$ cat src/hw/rtl/adse_pkg.sv
`default_nettype none
package adse_pkg;

  localparam logic [7:0]  TYPE_MANUFACTURER = 8'hFF;
  localparam logic [15:0] GROUP_FREQUENCY   = 16'hF72D;
  localparam logic [7:0]  SENSOR_ID_LUX     = 8'h03;
  localparam logic [7:0]  SENSOR_ID_HUMID   = 8'h05;
  localparam logic [7:0]  SENSOR_ID_GROUP   = 8'h18;
  localparam logic [16:0] TEMP_OFFSET       = 17'd50;
  localparam logic [7:0]  POS_MAX           = 8'd255;
  localparam logic [1:0]  COUNT_ALL         = 2'd3;

  localparam logic [2:0] KIND_LUX         = 3'd0;
  localparam logic [2:0] KIND_HUMID       = 3'd1;
  localparam logic [2:0] KIND_GROUP_FREQ  = 3'd2;
  localparam logic [2:0] KIND_GROUP_OTHER = 3'd3;
  localparam logic [2:0] KIND_OTHER_ID    = 3'd4;
  localparam logic [2:0] KIND_COMPANY     = 3'd5;

  typedef struct packed {
    logic       take;
    logic       emit;
    logic       fmt;
    logic [7:0] pos;
    logic [7:0] epos;
    logic [7:0] data;
  } cmd_t;

  typedef struct packed {
    logic [15:0]        maker_id;
    logic [7:0]         sensor_id;
    logic [2:0]         decode_kind;
    logic signed [16:0] temperature;
    logic [15:0]        luminosity;
    logic [15:0]        humidity;
    logic [7:0]         battery;
    logic [15:0]        group_number;
    logic [31:0]        frequency;
    logic               short_structure;
  } res_t;

endpackage
`default_nettype wire

$ cat src/hw/rtl/adse_fifo.sv
`default_nettype none
module adse_fifo #(
  parameter int WIDTH = 8,
  parameter int DEPTH = 2
) (
  input  wire logic             clk,
  input  wire logic             rst_n,
  input  wire logic             push,
  input  wire logic [WIDTH-1:0] wr_data,
  output logic                  full,
  input  wire logic             pop,
  output logic      [WIDTH-1:0] rd_data,
  output logic                  empty
);

  localparam int AW = (DEPTH > 1) ? $clog2(DEPTH) : 1;

  logic [WIDTH-1:0] entries_r [DEPTH];
  logic [AW-1:0]    wr_ptr_r, wr_ptr_nxt;
  logic [AW-1:0]    rd_ptr_r, rd_ptr_nxt;
  logic [AW:0]      count_r, count_nxt;
  logic             do_push, do_pop;

  assign full    = (count_r == (AW+1)'(DEPTH));
  assign empty   = (count_r == '0);
  assign do_push = push && !full;
  assign do_pop  = pop && !empty;
  assign rd_data = entries_r[rd_ptr_r];

  always_comb begin
    wr_ptr_nxt = wr_ptr_r;
    rd_ptr_nxt = rd_ptr_r;
    count_nxt  = count_r;
    if (do_push) begin
      wr_ptr_nxt = (wr_ptr_r == AW'(DEPTH - 1)) ? '0 : wr_ptr_r + 1'b1;
    end
    if (do_pop) begin
      rd_ptr_nxt = (rd_ptr_r == AW'(DEPTH - 1)) ? '0 : rd_ptr_r + 1'b1;
    end
    if (do_push && !do_pop) begin
      count_nxt = count_r + 1'b1;
    end else if (do_pop && !do_push) begin
      count_nxt = count_r - 1'b1;
    end
  end

  always_ff @(posedge clk) begin
    if (!rst_n) begin
      wr_ptr_r <= '0;
      rd_ptr_r <= '0;
      count_r  <= '0;
    end else begin
      wr_ptr_r <= wr_ptr_nxt;
      rd_ptr_r <= rd_ptr_nxt;
      count_r  <= count_nxt;
    end
  end

  always_ff @(posedge clk) begin
    if (do_push) begin
      entries_r[wr_ptr_r] <= wr_data;
    end
  end

endmodule
`default_nettype wire

$ cat src/hw/rtl/adse_front.sv
`default_nettype none
module adse_front #(
  parameter int MAX_EXAMINED_STRUCTS = 3
) (
  input  wire logic           clk,
  input  wire logic           rst_n,
  input  wire logic           accept,
  input  wire logic [7:0]     payload_byte,
  input  wire logic           packet_end,
  input  wire logic           sensor_tag_format,
  output logic                cmd_push,
  output adse_pkg::cmd_t      cmd
);

  logic [7:0] bytes_left_r, bytes_left_nxt;
  logic [7:0] struct_pos_r, struct_pos_nxt;
  logic [1:0] struct_count_r, struct_count_nxt;
  logic       is_manuf_r, is_manuf_nxt;
  logic       fmt_r, fmt_nxt;
  logic       ended;
  logic       take;
  logic       emit;
  logic [7:0] emit_pos;

  always_comb begin
    bytes_left_nxt   = bytes_left_r;
    struct_pos_nxt   = struct_pos_r;
    struct_count_nxt = struct_count_r;
    is_manuf_nxt     = is_manuf_r;
    fmt_nxt          = fmt_r;
    ended            = 1'b0;
    take             = 1'b0;
    if (bytes_left_r == '0) begin
      if (struct_count_r == '0) begin
        fmt_nxt = sensor_tag_format;
      end
      if (payload_byte == '0) begin
        struct_count_nxt = adse_pkg::COUNT_ALL;
        is_manuf_nxt     = 1'b0;
      end else begin
        is_manuf_nxt = (struct_count_r < 2'(MAX_EXAMINED_STRUCTS));
        if (struct_count_r < adse_pkg::COUNT_ALL) begin
          struct_count_nxt = struct_count_r + 1'b1;
        end
        bytes_left_nxt = payload_byte;
        struct_pos_nxt = '0;
      end
    end else begin
      if (struct_pos_r == '0) begin
        is_manuf_nxt = is_manuf_r && (payload_byte == adse_pkg::TYPE_MANUFACTURER);
      end else begin
        take = is_manuf_r;
      end
      if (struct_pos_r < adse_pkg::POS_MAX) begin
        struct_pos_nxt = struct_pos_r + 1'b1;
      end
      bytes_left_nxt = bytes_left_r - 1'b1;
      ended          = (bytes_left_nxt == '0);
    end
    if (packet_end) begin
      ended = 1'b1;
    end
    emit     = ended && is_manuf_nxt && (struct_pos_nxt != '0);
    emit_pos = struct_pos_nxt;
    if (ended) begin
      is_manuf_nxt = 1'b0;
    end
    if (packet_end) begin
      bytes_left_nxt   = '0;
      struct_pos_nxt   = '0;
      struct_count_nxt = '0;
      is_manuf_nxt     = 1'b0;
    end
  end

  always_comb begin
    cmd_push = accept && (take || emit);
    cmd.take = take;
    cmd.emit = emit;
    cmd.fmt  = fmt_nxt;
    cmd.pos  = struct_pos_r;
    cmd.epos = emit_pos;
    cmd.data = payload_byte;
  end

  always_ff @(posedge clk) begin
    if (!rst_n) begin
      bytes_left_r   <= '0;
      struct_pos_r   <= '0;
      struct_count_r <= '0;
      is_manuf_r     <= 1'b0;
      fmt_r          <= 1'b0;
    end else if (accept) begin
      bytes_left_r   <= bytes_left_nxt;
      struct_pos_r   <= struct_pos_nxt;
      struct_count_r <= struct_count_nxt;
      is_manuf_r     <= is_manuf_nxt;
      fmt_r          <= fmt_nxt;
    end
  end

endmodule
`default_nettype wire

$ cat src/hw/rtl/adse_back.sv
`default_nettype none
module adse_back (
  input  wire logic           clk,
  input  wire logic           rst_n,
  input  wire logic           cmd_valid,
  input  wire adse_pkg::cmd_t cmd,
  output logic                cmd_pop,
  input  wire logic           res_full,
  output logic                res_push,
  output adse_pkg::res_t      res
);

  logic [15:0]        company_r, company_nxt;
  logic [7:0]         sensor_id_r, sensor_id_nxt;
  logic signed [16:0] temp_r, temp_nxt;
  logic [15:0]        lux_r, lux_nxt;
  logic [15:0]        humid_r, humid_nxt;
  logic [7:0]         battery_r, battery_nxt;
  logic [15:0]        group_r, group_nxt;
  logic [31:0]        freq_r, freq_nxt;
  logic [31:0]        shift_r, shift_nxt;
  logic               go;
  logic [7:0]         b;
  logic [7:0]         p;
  logic [15:0]        pair;
  logic [2:0]         kind;
  logic [7:0]         need;

  assign go       = cmd_valid && (!cmd.emit || !res_full);
  assign cmd_pop  = go;
  assign res_push = go && cmd.emit;
  assign b        = cmd.data;
  assign p        = cmd.pos;
  assign pair     = shift_r[15:0] | {b, 8'h00};

  always_comb begin
    company_nxt   = company_r;
    sensor_id_nxt = sensor_id_r;
    temp_nxt      = temp_r;
    lux_nxt       = lux_r;
    humid_nxt     = humid_r;
    battery_nxt   = battery_r;
    group_nxt     = group_r;
    freq_nxt      = freq_r;
    shift_nxt     = shift_r;
    if (cmd.take) begin
      if (p == 8'd1) begin
        shift_nxt = {24'h0, b};
      end else if (p == 8'd2) begin
        company_nxt = pair;
      end else if (cmd.fmt) begin
        if (p == 8'd3) begin
          sensor_id_nxt = b;
        end else if (sensor_id_r == adse_pkg::SENSOR_ID_LUX) begin
          if (p == 8'd4 || p == 8'd6) begin
            shift_nxt = {24'h0, b};
          end else if (p == 8'd5) begin
            temp_nxt = $signed({1'b0, pair});
          end else if (p == 8'd7) begin
            lux_nxt = pair;
          end else if (p == 8'd8) begin
            battery_nxt = b;
          end
        end else if (sensor_id_r == adse_pkg::SENSOR_ID_HUMID) begin
          if (p == 8'd4 || p == 8'd8) begin
            shift_nxt = {24'h0, b};
          end else if (p == 8'd5) begin
            temp_nxt = $signed({1'b0, pair});
          end else if (p == 8'd9) begin
            humid_nxt = pair;
          end else if (p == 8'd10) begin
            battery_nxt = b;
          end
        end else if (sensor_id_r == adse_pkg::SENSOR_ID_GROUP) begin
          if (p == 8'd4) begin
            shift_nxt = {24'h0, b};
          end else if (p == 8'd5) begin
            group_nxt = pair;
          end else if (group_r == adse_pkg::GROUP_FREQUENCY) begin
            if (p == 8'd6) begin
              shift_nxt = {24'h0, b};
            end else if (p == 8'd7) begin
              shift_nxt = shift_r | {16'h0, b, 8'h00};
            end else if (p == 8'd8) begin
              shift_nxt = shift_r | {8'h0, b, 16'h0000};
            end else if (p == 8'd9) begin
              freq_nxt = shift_r | {b, 24'h000000};
            end else if (p == 8'd10) begin
              temp_nxt = $signed({9'h0, b} - adse_pkg::TEMP_OFFSET);
            end
          end
        end
      end
    end
  end

  always_comb begin
    if (!cmd.fmt) begin
      kind = adse_pkg::KIND_COMPANY;
      need = 8'd3;
    end else if (cmd.epos < 8'd4) begin
      kind = adse_pkg::KIND_COMPANY;
      need = 8'd4;
    end else if (sensor_id_nxt == adse_pkg::SENSOR_ID_LUX) begin
      kind = adse_pkg::KIND_LUX;
      need = 8'd9;
    end else if (sensor_id_nxt == adse_pkg::SENSOR_ID_HUMID) begin
      kind = adse_pkg::KIND_HUMID;
      need = 8'd11;
    end else if (sensor_id_nxt == adse_pkg::SENSOR_ID_GROUP) begin
      if (cmd.epos >= 8'd6 && group_nxt == adse_pkg::GROUP_FREQUENCY) begin
        kind = adse_pkg::KIND_GROUP_FREQ;
        need = 8'd11;
      end else begin
        kind = adse_pkg::KIND_GROUP_OTHER;
        need = 8'd6;
      end
    end else begin
      kind = adse_pkg::KIND_OTHER_ID;
      need = 8'd4;
    end
  end

  always_comb begin
    res.maker_id        = company_nxt;
    res.sensor_id       = sensor_id_nxt;
    res.decode_kind     = kind;
    res.temperature     = temp_nxt;
    res.luminosity      = lux_nxt;
    res.humidity        = humid_nxt;
    res.battery         = battery_nxt;
    res.group_number    = group_nxt;
    res.frequency       = freq_nxt;
    res.short_structure = (cmd.epos < need);
  end

  always_ff @(posedge clk) begin
    if (!rst_n) begin
      company_r   <= '0;
      sensor_id_r <= '0;
      temp_r      <= '0;
      lux_r       <= '0;
      humid_r     <= '0;
      battery_r   <= '0;
      group_r     <= '0;
      freq_r      <= '0;
      shift_r     <= '0;
    end else if (go) begin
      company_r   <= company_nxt;
      sensor_id_r <= sensor_id_nxt;
      temp_r      <= temp_nxt;
      lux_r       <= lux_nxt;
      humid_r     <= humid_nxt;
      battery_r   <= battery_nxt;
      group_r     <= group_nxt;
      freq_r      <= freq_nxt;
      shift_r     <= shift_nxt;
    end
  end

endmodule
`default_nettype wire

$ cat src/hw/rtl/adv_data_sensor_extractor.sv
// Parses advertising payload words one per clock: each accepted word is a payload byte, and
// in_packet_end marks the last one of a packet. The front end tracks the length-type
// structures and passes the bytes of examined manufacturer structures through a short command
// queue to the back end, which holds the persistent sensor record and writes one result word
// per examined manufacturer structure into the result queue. A word can be accepted every
// cycle as long as the result side keeps up; a result reaches the out_ ports through the
// command queue and the result queue registers.
`default_nettype none
module adv_data_sensor_extractor #(
  parameter int MAX_EXAMINED_STRUCTS = 3,
  parameter int CMD_DEPTH            = 2,
  parameter int RES_DEPTH            = 2
) (
  input  wire logic               clk,
  input  wire logic               rst_n,
  input  wire logic               in_push,
  output logic                    in_full,
  input  wire logic [7:0]         in_payload_byte,
  input  wire logic               in_packet_end,
  input  wire logic               in_sensor_tag_format,
  output logic                    out_empty,
  input  wire logic               out_pop,
  output logic [15:0]             out_maker_id,
  output logic [7:0]              out_sensor_id,
  output logic [2:0]              out_decode_kind,
  output logic signed [16:0]      out_temperature,
  output logic [15:0]             out_luminosity,
  output logic [15:0]             out_humidity,
  output logic [7:0]              out_battery,
  output logic [15:0]             out_group_number,
  output logic [31:0]             out_frequency,
  output logic                    out_short_structure
);

  localparam int CMD_W = $bits(adse_pkg::cmd_t);
  localparam int RES_W = $bits(adse_pkg::res_t);

  adse_pkg::cmd_t   front_cmd;
  adse_pkg::cmd_t   back_cmd;
  adse_pkg::res_t   back_res;
  adse_pkg::res_t   out_res;
  logic             accept;
  logic             cmd_push;
  logic             cmd_full;
  logic             cmd_empty;
  logic             cmd_pop;
  logic             res_push;
  logic             res_full;
  logic [CMD_W-1:0] cmd_rd_data;
  logic [RES_W-1:0] res_rd_data;

  assign in_full = cmd_full;
  assign accept  = in_push && !cmd_full;

  adse_front #(
    .MAX_EXAMINED_STRUCTS(MAX_EXAMINED_STRUCTS)
  ) u_front (
    .clk              (clk),
    .rst_n            (rst_n),
    .accept           (accept),
    .payload_byte     (in_payload_byte),
    .packet_end       (in_packet_end),
    .sensor_tag_format(in_sensor_tag_format),
    .cmd_push         (cmd_push),
    .cmd              (front_cmd)
  );

  adse_fifo #(
    .WIDTH(CMD_W),
    .DEPTH(CMD_DEPTH)
  ) u_cmd_fifo (
    .clk    (clk),
    .rst_n  (rst_n),
    .push   (cmd_push),
    .wr_data(front_cmd),
    .full   (cmd_full),
    .pop    (cmd_pop),
    .rd_data(cmd_rd_data),
    .empty  (cmd_empty)
  );

  assign back_cmd = cmd_rd_data;

  adse_back u_back (
    .clk      (clk),
    .rst_n    (rst_n),
    .cmd_valid(!cmd_empty),
    .cmd      (back_cmd),
    .cmd_pop  (cmd_pop),
    .res_full (res_full),
    .res_push (res_push),
    .res      (back_res)
  );

  adse_fifo #(
    .WIDTH(RES_W),
    .DEPTH(RES_DEPTH)
  ) u_res_fifo (
    .clk    (clk),
    .rst_n  (rst_n),
    .push   (res_push),
    .wr_data(back_res),
    .full   (res_full),
    .pop    (out_pop),
    .rd_data(res_rd_data),
    .empty  (out_empty)
  );

  assign out_res             = res_rd_data;
  assign out_maker_id        = out_res.maker_id;
  assign out_sensor_id       = out_res.sensor_id;
  assign out_decode_kind     = out_res.decode_kind;
  assign out_temperature     = out_res.temperature;
  assign out_luminosity      = out_res.luminosity;
  assign out_humidity        = out_res.humidity;
  assign out_battery         = out_res.battery;
  assign out_group_number    = out_res.group_number;
  assign out_frequency       = out_res.frequency;
  assign out_short_structure = out_res.short_structure;

endmodule
`default_nettype wire
$ cat config.mk
export PLATFORM = sky130hd
export DESIGN_NAME = adv_data_sensor_extractor
export DESIGN_NICKNAME = d
export VERILOG_FILES = /design/src/hw/rtl/adse_pkg.sv /design/src/hw/rtl/adse_fifo.sv /design/src/hw/rtl/adse_front.sv /design/src/hw/rtl/adse_back.sv /design/src/hw/rtl/adv_data_sensor_extractor.sv
export SDC_FILE = /design/constraint.sdc
export NUM_CORES = 1
export LEC_CHECK = 0
export BUFFER_PORTS_ARGS = -buffer_cell sky130_fd_sc_hd__buf_2
export CORE_MARGIN = 2
export CORE_UTILIZATION = 45
export CTS_BUF_LIST = sky130_fd_sc_hd__clkbuf_2
export DETAILED_ROUTE_END_ITERATION = 10
export GPL_TIMING_DRIVEN = 0
export PLACE_DENSITY = 0.66
export SLEW_MARGIN = 20
export SYNTH_ARGS = -nofsm -noshare
export SYNTH_HDL_FRONTEND = slang
export SYNTH_SLANG_ARGS = --single-unit
$ cat constraint.sdc
create_clock -name clk -period 20.9 [get_ports clk]
set_clock_uncertainty 0.15 [all_clocks]
set_input_delay 2.09 -clock clk [delete_from_list [all_inputs] [get_ports clk]]
set_output_delay 2.09 -clock clk [all_outputs]
set_load 0.01 [all_outputs]
After elaboration in Yosys (flattened, before gate mapping)
Memory sizes are Yosys's and may differ from the RTL's. A register that Yosys moved wholly into a read port is not among the register bits. Index checks and enable logic that the tools add are counted.

Register bits after elaboration: 189. Bits in writable memories: 320. Input bits: 14. Output and inout bits: 135. Logic and storage cells: 269. Memories: 2.

$add $sub $neg: 12. $lt $le $gt $ge: 5. Eq/ne operators: 27. Multiplexer cells: 151. Bitwise operators: 4. Reductions and logical operators: 48.

Memory list: u_res_fifo.entries_r (depth 2, bits a word 133, rd ports 1, clocked after memory_dff 1, wr ports 1, RTL line adse_fifo.sv:18) `logic [WIDTH-1:0] entries_r [DEPTH];`; u_cmd_fifo.entries_r (depth 2, bits a word 27, rd ports 1, clocked after memory_dff 1, wr ports 1, RTL line adse_fifo.sv:18).

Operators with widths (count): 32-bit 2-to-1 mux (30); 16-bit 2-to-1 mux (32); 17-bit 2-to-1 mux (19); 8-bit 2-to-1 mux (31); 8-bit by 3-bit equality test with 1-bit output (second input constant) (6); 16-bit equality test (second input constant) (2); 8-bit by 2-bit equality test with 1-bit output (second input constant) (4); 8-bit zero test (4); 32-bit by 16-bit bitwise OR with 32-bit output (1); 32-bit by 24-bit bitwise OR with 32-bit output (1); 32-bit bitwise OR (1); 8-bit by 4-bit equality test with 1-bit output (second input constant) (3); 1-bit 2-to-1 mux (24); 8-bit by 5-bit equality test with 1-bit output (second input constant) (2); 1-bit logical AND (16); 2-bit 2-to-1 mux (8); 16-bit bitwise OR (1); 3-bit 2-to-1 mux (5); 11-bit AND reduction (1); 1-bit zero test (9); 8-bit by 6-bit subtractor with 9-bit output (second input constant) (1); 8-bit by 1-bit adder with 8-bit output (second input constant) (1); 8-bit by 1-bit equality test with 1-bit output (second input constant) (1); 8-bit equality test (second input constant) (1); 26 further kinds (43).

Depth between registers and ports, before layout
Depth in word-level cells: 20. Mapped depth: 16. Mapped depth without buffers: 13.

By module
Synthesis repeated with hierarchy kept, for this count alone.

Cells, all modules: 1787. Area, all modules: 22178.8 µm².

Modules (own cells, without submodules): adse_fifo at u_res_fifo (times used 1, cells an instance 439, area an instance 10113.4 µm², seq. area each 8087.8 µm²); adse_back (times used 1, cells an instance 1018, area an instance 8171.6 µm², seq. area each 3062.9 µm²); adse_fifo at u_cmd_fifo (times used 1, cells an instance 109, area an instance 2179.6 µm², seq. area each 1721.7 µm²); adse_front (times used 1, cells an instance 219, area an instance 1696.6 µm², seq. area each 400.4 µm²); adv_data_sensor_extractor (times used 1, cells an instance 2, area an instance 17.5 µm², seq. area each 0.0 µm²).

Worst setup path after synthesis
No wires, ideal clock.

Path type: flip-flop to flip-flop. Start: register (tool-made name). End: memory u_res_fifo.entries_r[0][0] (netlist name), enable pin. Setup time: 0.952 ns. Arrival time: 13.548 ns. Data required time: 19.798 ns. Slack: 6.251 ns. Stages on the path, launching flop included: 6. Path buffers: 3. Period minus slack after synthesis: 14.649 ns. Path through: dfxtp_1 > buf_2 > buf_4 > buf_4 > mux2i_1 > nor4_1.

RTL lines (RTL line): to (decl) (adse_fifo.sv:18).

==> metrics.txt <==
status=completed; RSZ-0062 raised after global routing=false; worst-path fanout max=10; Pwr Density=124 nW/um2; final count of pins violating max slew=0; fraction of layout cells with a size suffix above 1=0.292; worst skew pair latency=1.31 ns; # DRC=0; crit start category=register; H-tree levels=4; Syn Nets=1834; HP Class=register to register; initial antenna violation count=4; dominant synthesized flop cell=edfxtp_1; total wire length=60.7 mm; area leader, netlist=edfxtp_1; Tcrit/Tclk final=0.311; Max Fclk=154 MHz; Synth Instances=1807; M1 WL=25.1 mm; starting DRC count in detailed routing=1407; CTS tree=done; DP HPWL=43.1 mm; vias in the first global route=15778; maxcap violations=0; Slew HR=0.213; Yosys warnings=0; Slew @ Worst Pin=1.18 ns; CTS root buf=clkbuf_2; worst vdd ir=0.0659 mV; drt wl/cell=21.4 um; WP data required=18.66 ns; DRT antenna net count=0; Std-Cell Rows=80; vias post-DR=16067; Tot Pwr=3.07 mW; Synth cell types=84; Placed Cells=2595; Lkg Pwr=9.27 nW; Setup-failing EPs final=0; Starting Density=0.456; Die Span Y=224 um; Sinks on Clock Net=503; Hold Fails Final Rpt=0; Mapped Area=21700 um2; global-route wire length before repair=91.4 mm; Final nets=2139; CTS Hold Bufs=0; IO Port Bufs=148; pre-CTS setup slack=15.58 ns; Post-CTS Resized=0; Setup Fix Bufs, Post-CTS=0; Die Wd=224 um; Synth top area share=0.442; ys async rst share=0; crit end category=output pin; Highest Signal Layer=met5; global route overflow=0; GRT Total Usage=0.243; Mean Syn Cell Area=12.0 um2; Clock transition at path regs=0.09 ns; sequential fraction of the synthesis area=0.610; First-pass DRT Iterations=6; Met3 Routed Length=4.45 mm; routability cong.=0.929; final setup margin=14.41 ns; full die area=50100 um2; DR vias/cell=5.66; Critical Path AT=4.25 ns; TritonCTS buffer count=130; number of synthesized flops with an enable pin=320; Hold WS=0.305 ns; core area=47700 um2; pin count of the biggest net entering global routing=53; FF+latch count, synth=503; crit path kind=register to output pin; Met2 Wirelength=29.4 mm; Top Ports=149; maximum clock insertion buffer count=3; Synth area leaders=edfxtp_1, dfxtp_1, mux2_2; post-route minimum period=6.49 ns; Layout area overhead=13.5%; fin cells=2837
==> placed cells by master, fill, tap and decap left out, types with 23 or more instances in the layout <==
| cell type | n |
|---|---|
| a21oi_1 | 110 |
| buf_2 | 182 |
| clkbuf_1 | 81 |
| clkbuf_2 | 194 |
| clkinv_1 | 30 |
| dfxtp_1 | 183 |
| edfxtp_1 | 320 |
| inv_1 | 31 |
| mux2_2 | 204 |
| mux2i_1 | 26 |
| nand2_1 | 149 |
| nand2b_1 | 26 |
| nand3_1 | 30 |
| nor2_1 | 170 |
| nor3_1 | 62 |
| o21a_1 | 23 |
| o21ai_0 | 57 |
==> cells in the mapped netlist, types with 6 or more instances <==
master	n
nand2_1	149
and2_1	10
nor4_1	12
nor3_1	62
edfxtp_1	320
o211ai_1	16
clkbuf_1	81
a21o_1	12
a221o_1	8
o21ba_2	8
nand2b_1	26
mux2_2	204
o21a_1	23
xnor2_1	9
a311oi_1	16
nand4_1	13
a211oi_1	22
inv_1	31
nor2b_1	6
a211o_1	17
o21ai_0	57
dfxtp_1	183
buf_1	6
a31oi_1	11
or4_1	7
or3_1	11
a21oi_1	110
xor2_1	9
nand3_1	30
mux2i_1	26
buf_2	16
a22oi_1	11
nor2_1	170
and3_1	7
ha_1	13
==> worst max-delay path, cell delays in order, from the launching register on <==
cell and delay (ns):
dfxtp_1 0.32, clkbuf_1 0.47, clkbuf_1 0.87, clkbuf_1 0.70, mux2_2 0.44, buf_2 0.15
==> sequential cells by signal, indices dropped and copies added (netlist names), 8 cells and up, named ones only <==
| register | cells |
|---|---|
| u_res_fifo.entries_r | 266 |
| u_cmd_fifo.entries_r | 54 |
| u_back.freq_r | 32 |
| u_back.shift_r | 24 |
| u_back.temp_r | 17 |
| u_back.company_r | 16 |
| u_back.group_r | 16 |
| u_back.humid_r | 16 |
| u_back.lux_r | 16 |
| u_back.battery_r | 8 |
| u_back.sensor_id_r | 8 |
| u_front.bytes_left_r | 8 |
| u_front.struct_pos_r | 8 |
==> layout make-up <==
type,instances,area (um2)
fillers,4229,23100
flip-flops and latches,503,13300
multi-input cells,1161,7910
clock buffers,193,966
repair buffers,173,923
well taps,615,769
plain buffers,109,457
clock inverters,45,250
inverters,34,128
diodes,4,10.0
==> through the flow <==
stage               instance area, um2  utilization  setup TNS (ns)
floorplan                        21700            -               0
global placement                 23300        0.487         -182.91
detailed placement               23500        0.491               0
CTS                              24700        0.517               0
global route                     24700        0.517               0
finish                           24700        0.517               0
==> power breakdown <==
group	switching (mW)	internal, mW	leakage (nW)
registers	0.0538	1.25	4.47
clock network	0.416	0.265	0.901
logic	0.709	0.381	3.89
total	1.18	1.89	9.27
==> final timing paths <==
kind                             from  slack, ns  cells after the start                          to
hold reg to reg   u_back.company_r[0]       0.30                      2         u_back.company_r[0]
setup / recovery             register      14.41                      5            out_sensor_id[0]
setup reg to reg             register      16.07                     15  u_res_fifo.entries_r[1][0]
hold / removal    u_back.company_r[0]       0.30                      2         u_back.company_r[0]
==> per-layer routing <==
layer | global-route usage | vias to the layer above
met5 | 0 | -
met1 | 0.308 | 7871
li1 | - | 7417
met4 | 0.0959 | 2
met3 | 0.0594 | 130
met2 | 0.402 | 647
==> logic make-up (layout without fill, tap and decap cells) <==
kind of cell / Yosys count / after routing / share of synthesized area
buffers and inverters: 143 / 554 / 0.0269
other: 0 / 4 / 0
XOR/XNOR: 18 / 18 / 0.00725
AND/OR/NAND/NOR: 546 / 546 / 0.121
AO/OA/AOI/OAI: 353 / 353 / 0.109
flip-flops: 503 / 503 / 0.610
adder cells (fa/ha/maj): 13 / 13 / 0.00748
multiplexers: 231 / 231 / 0.118
(Power assumes the default switching activity.)
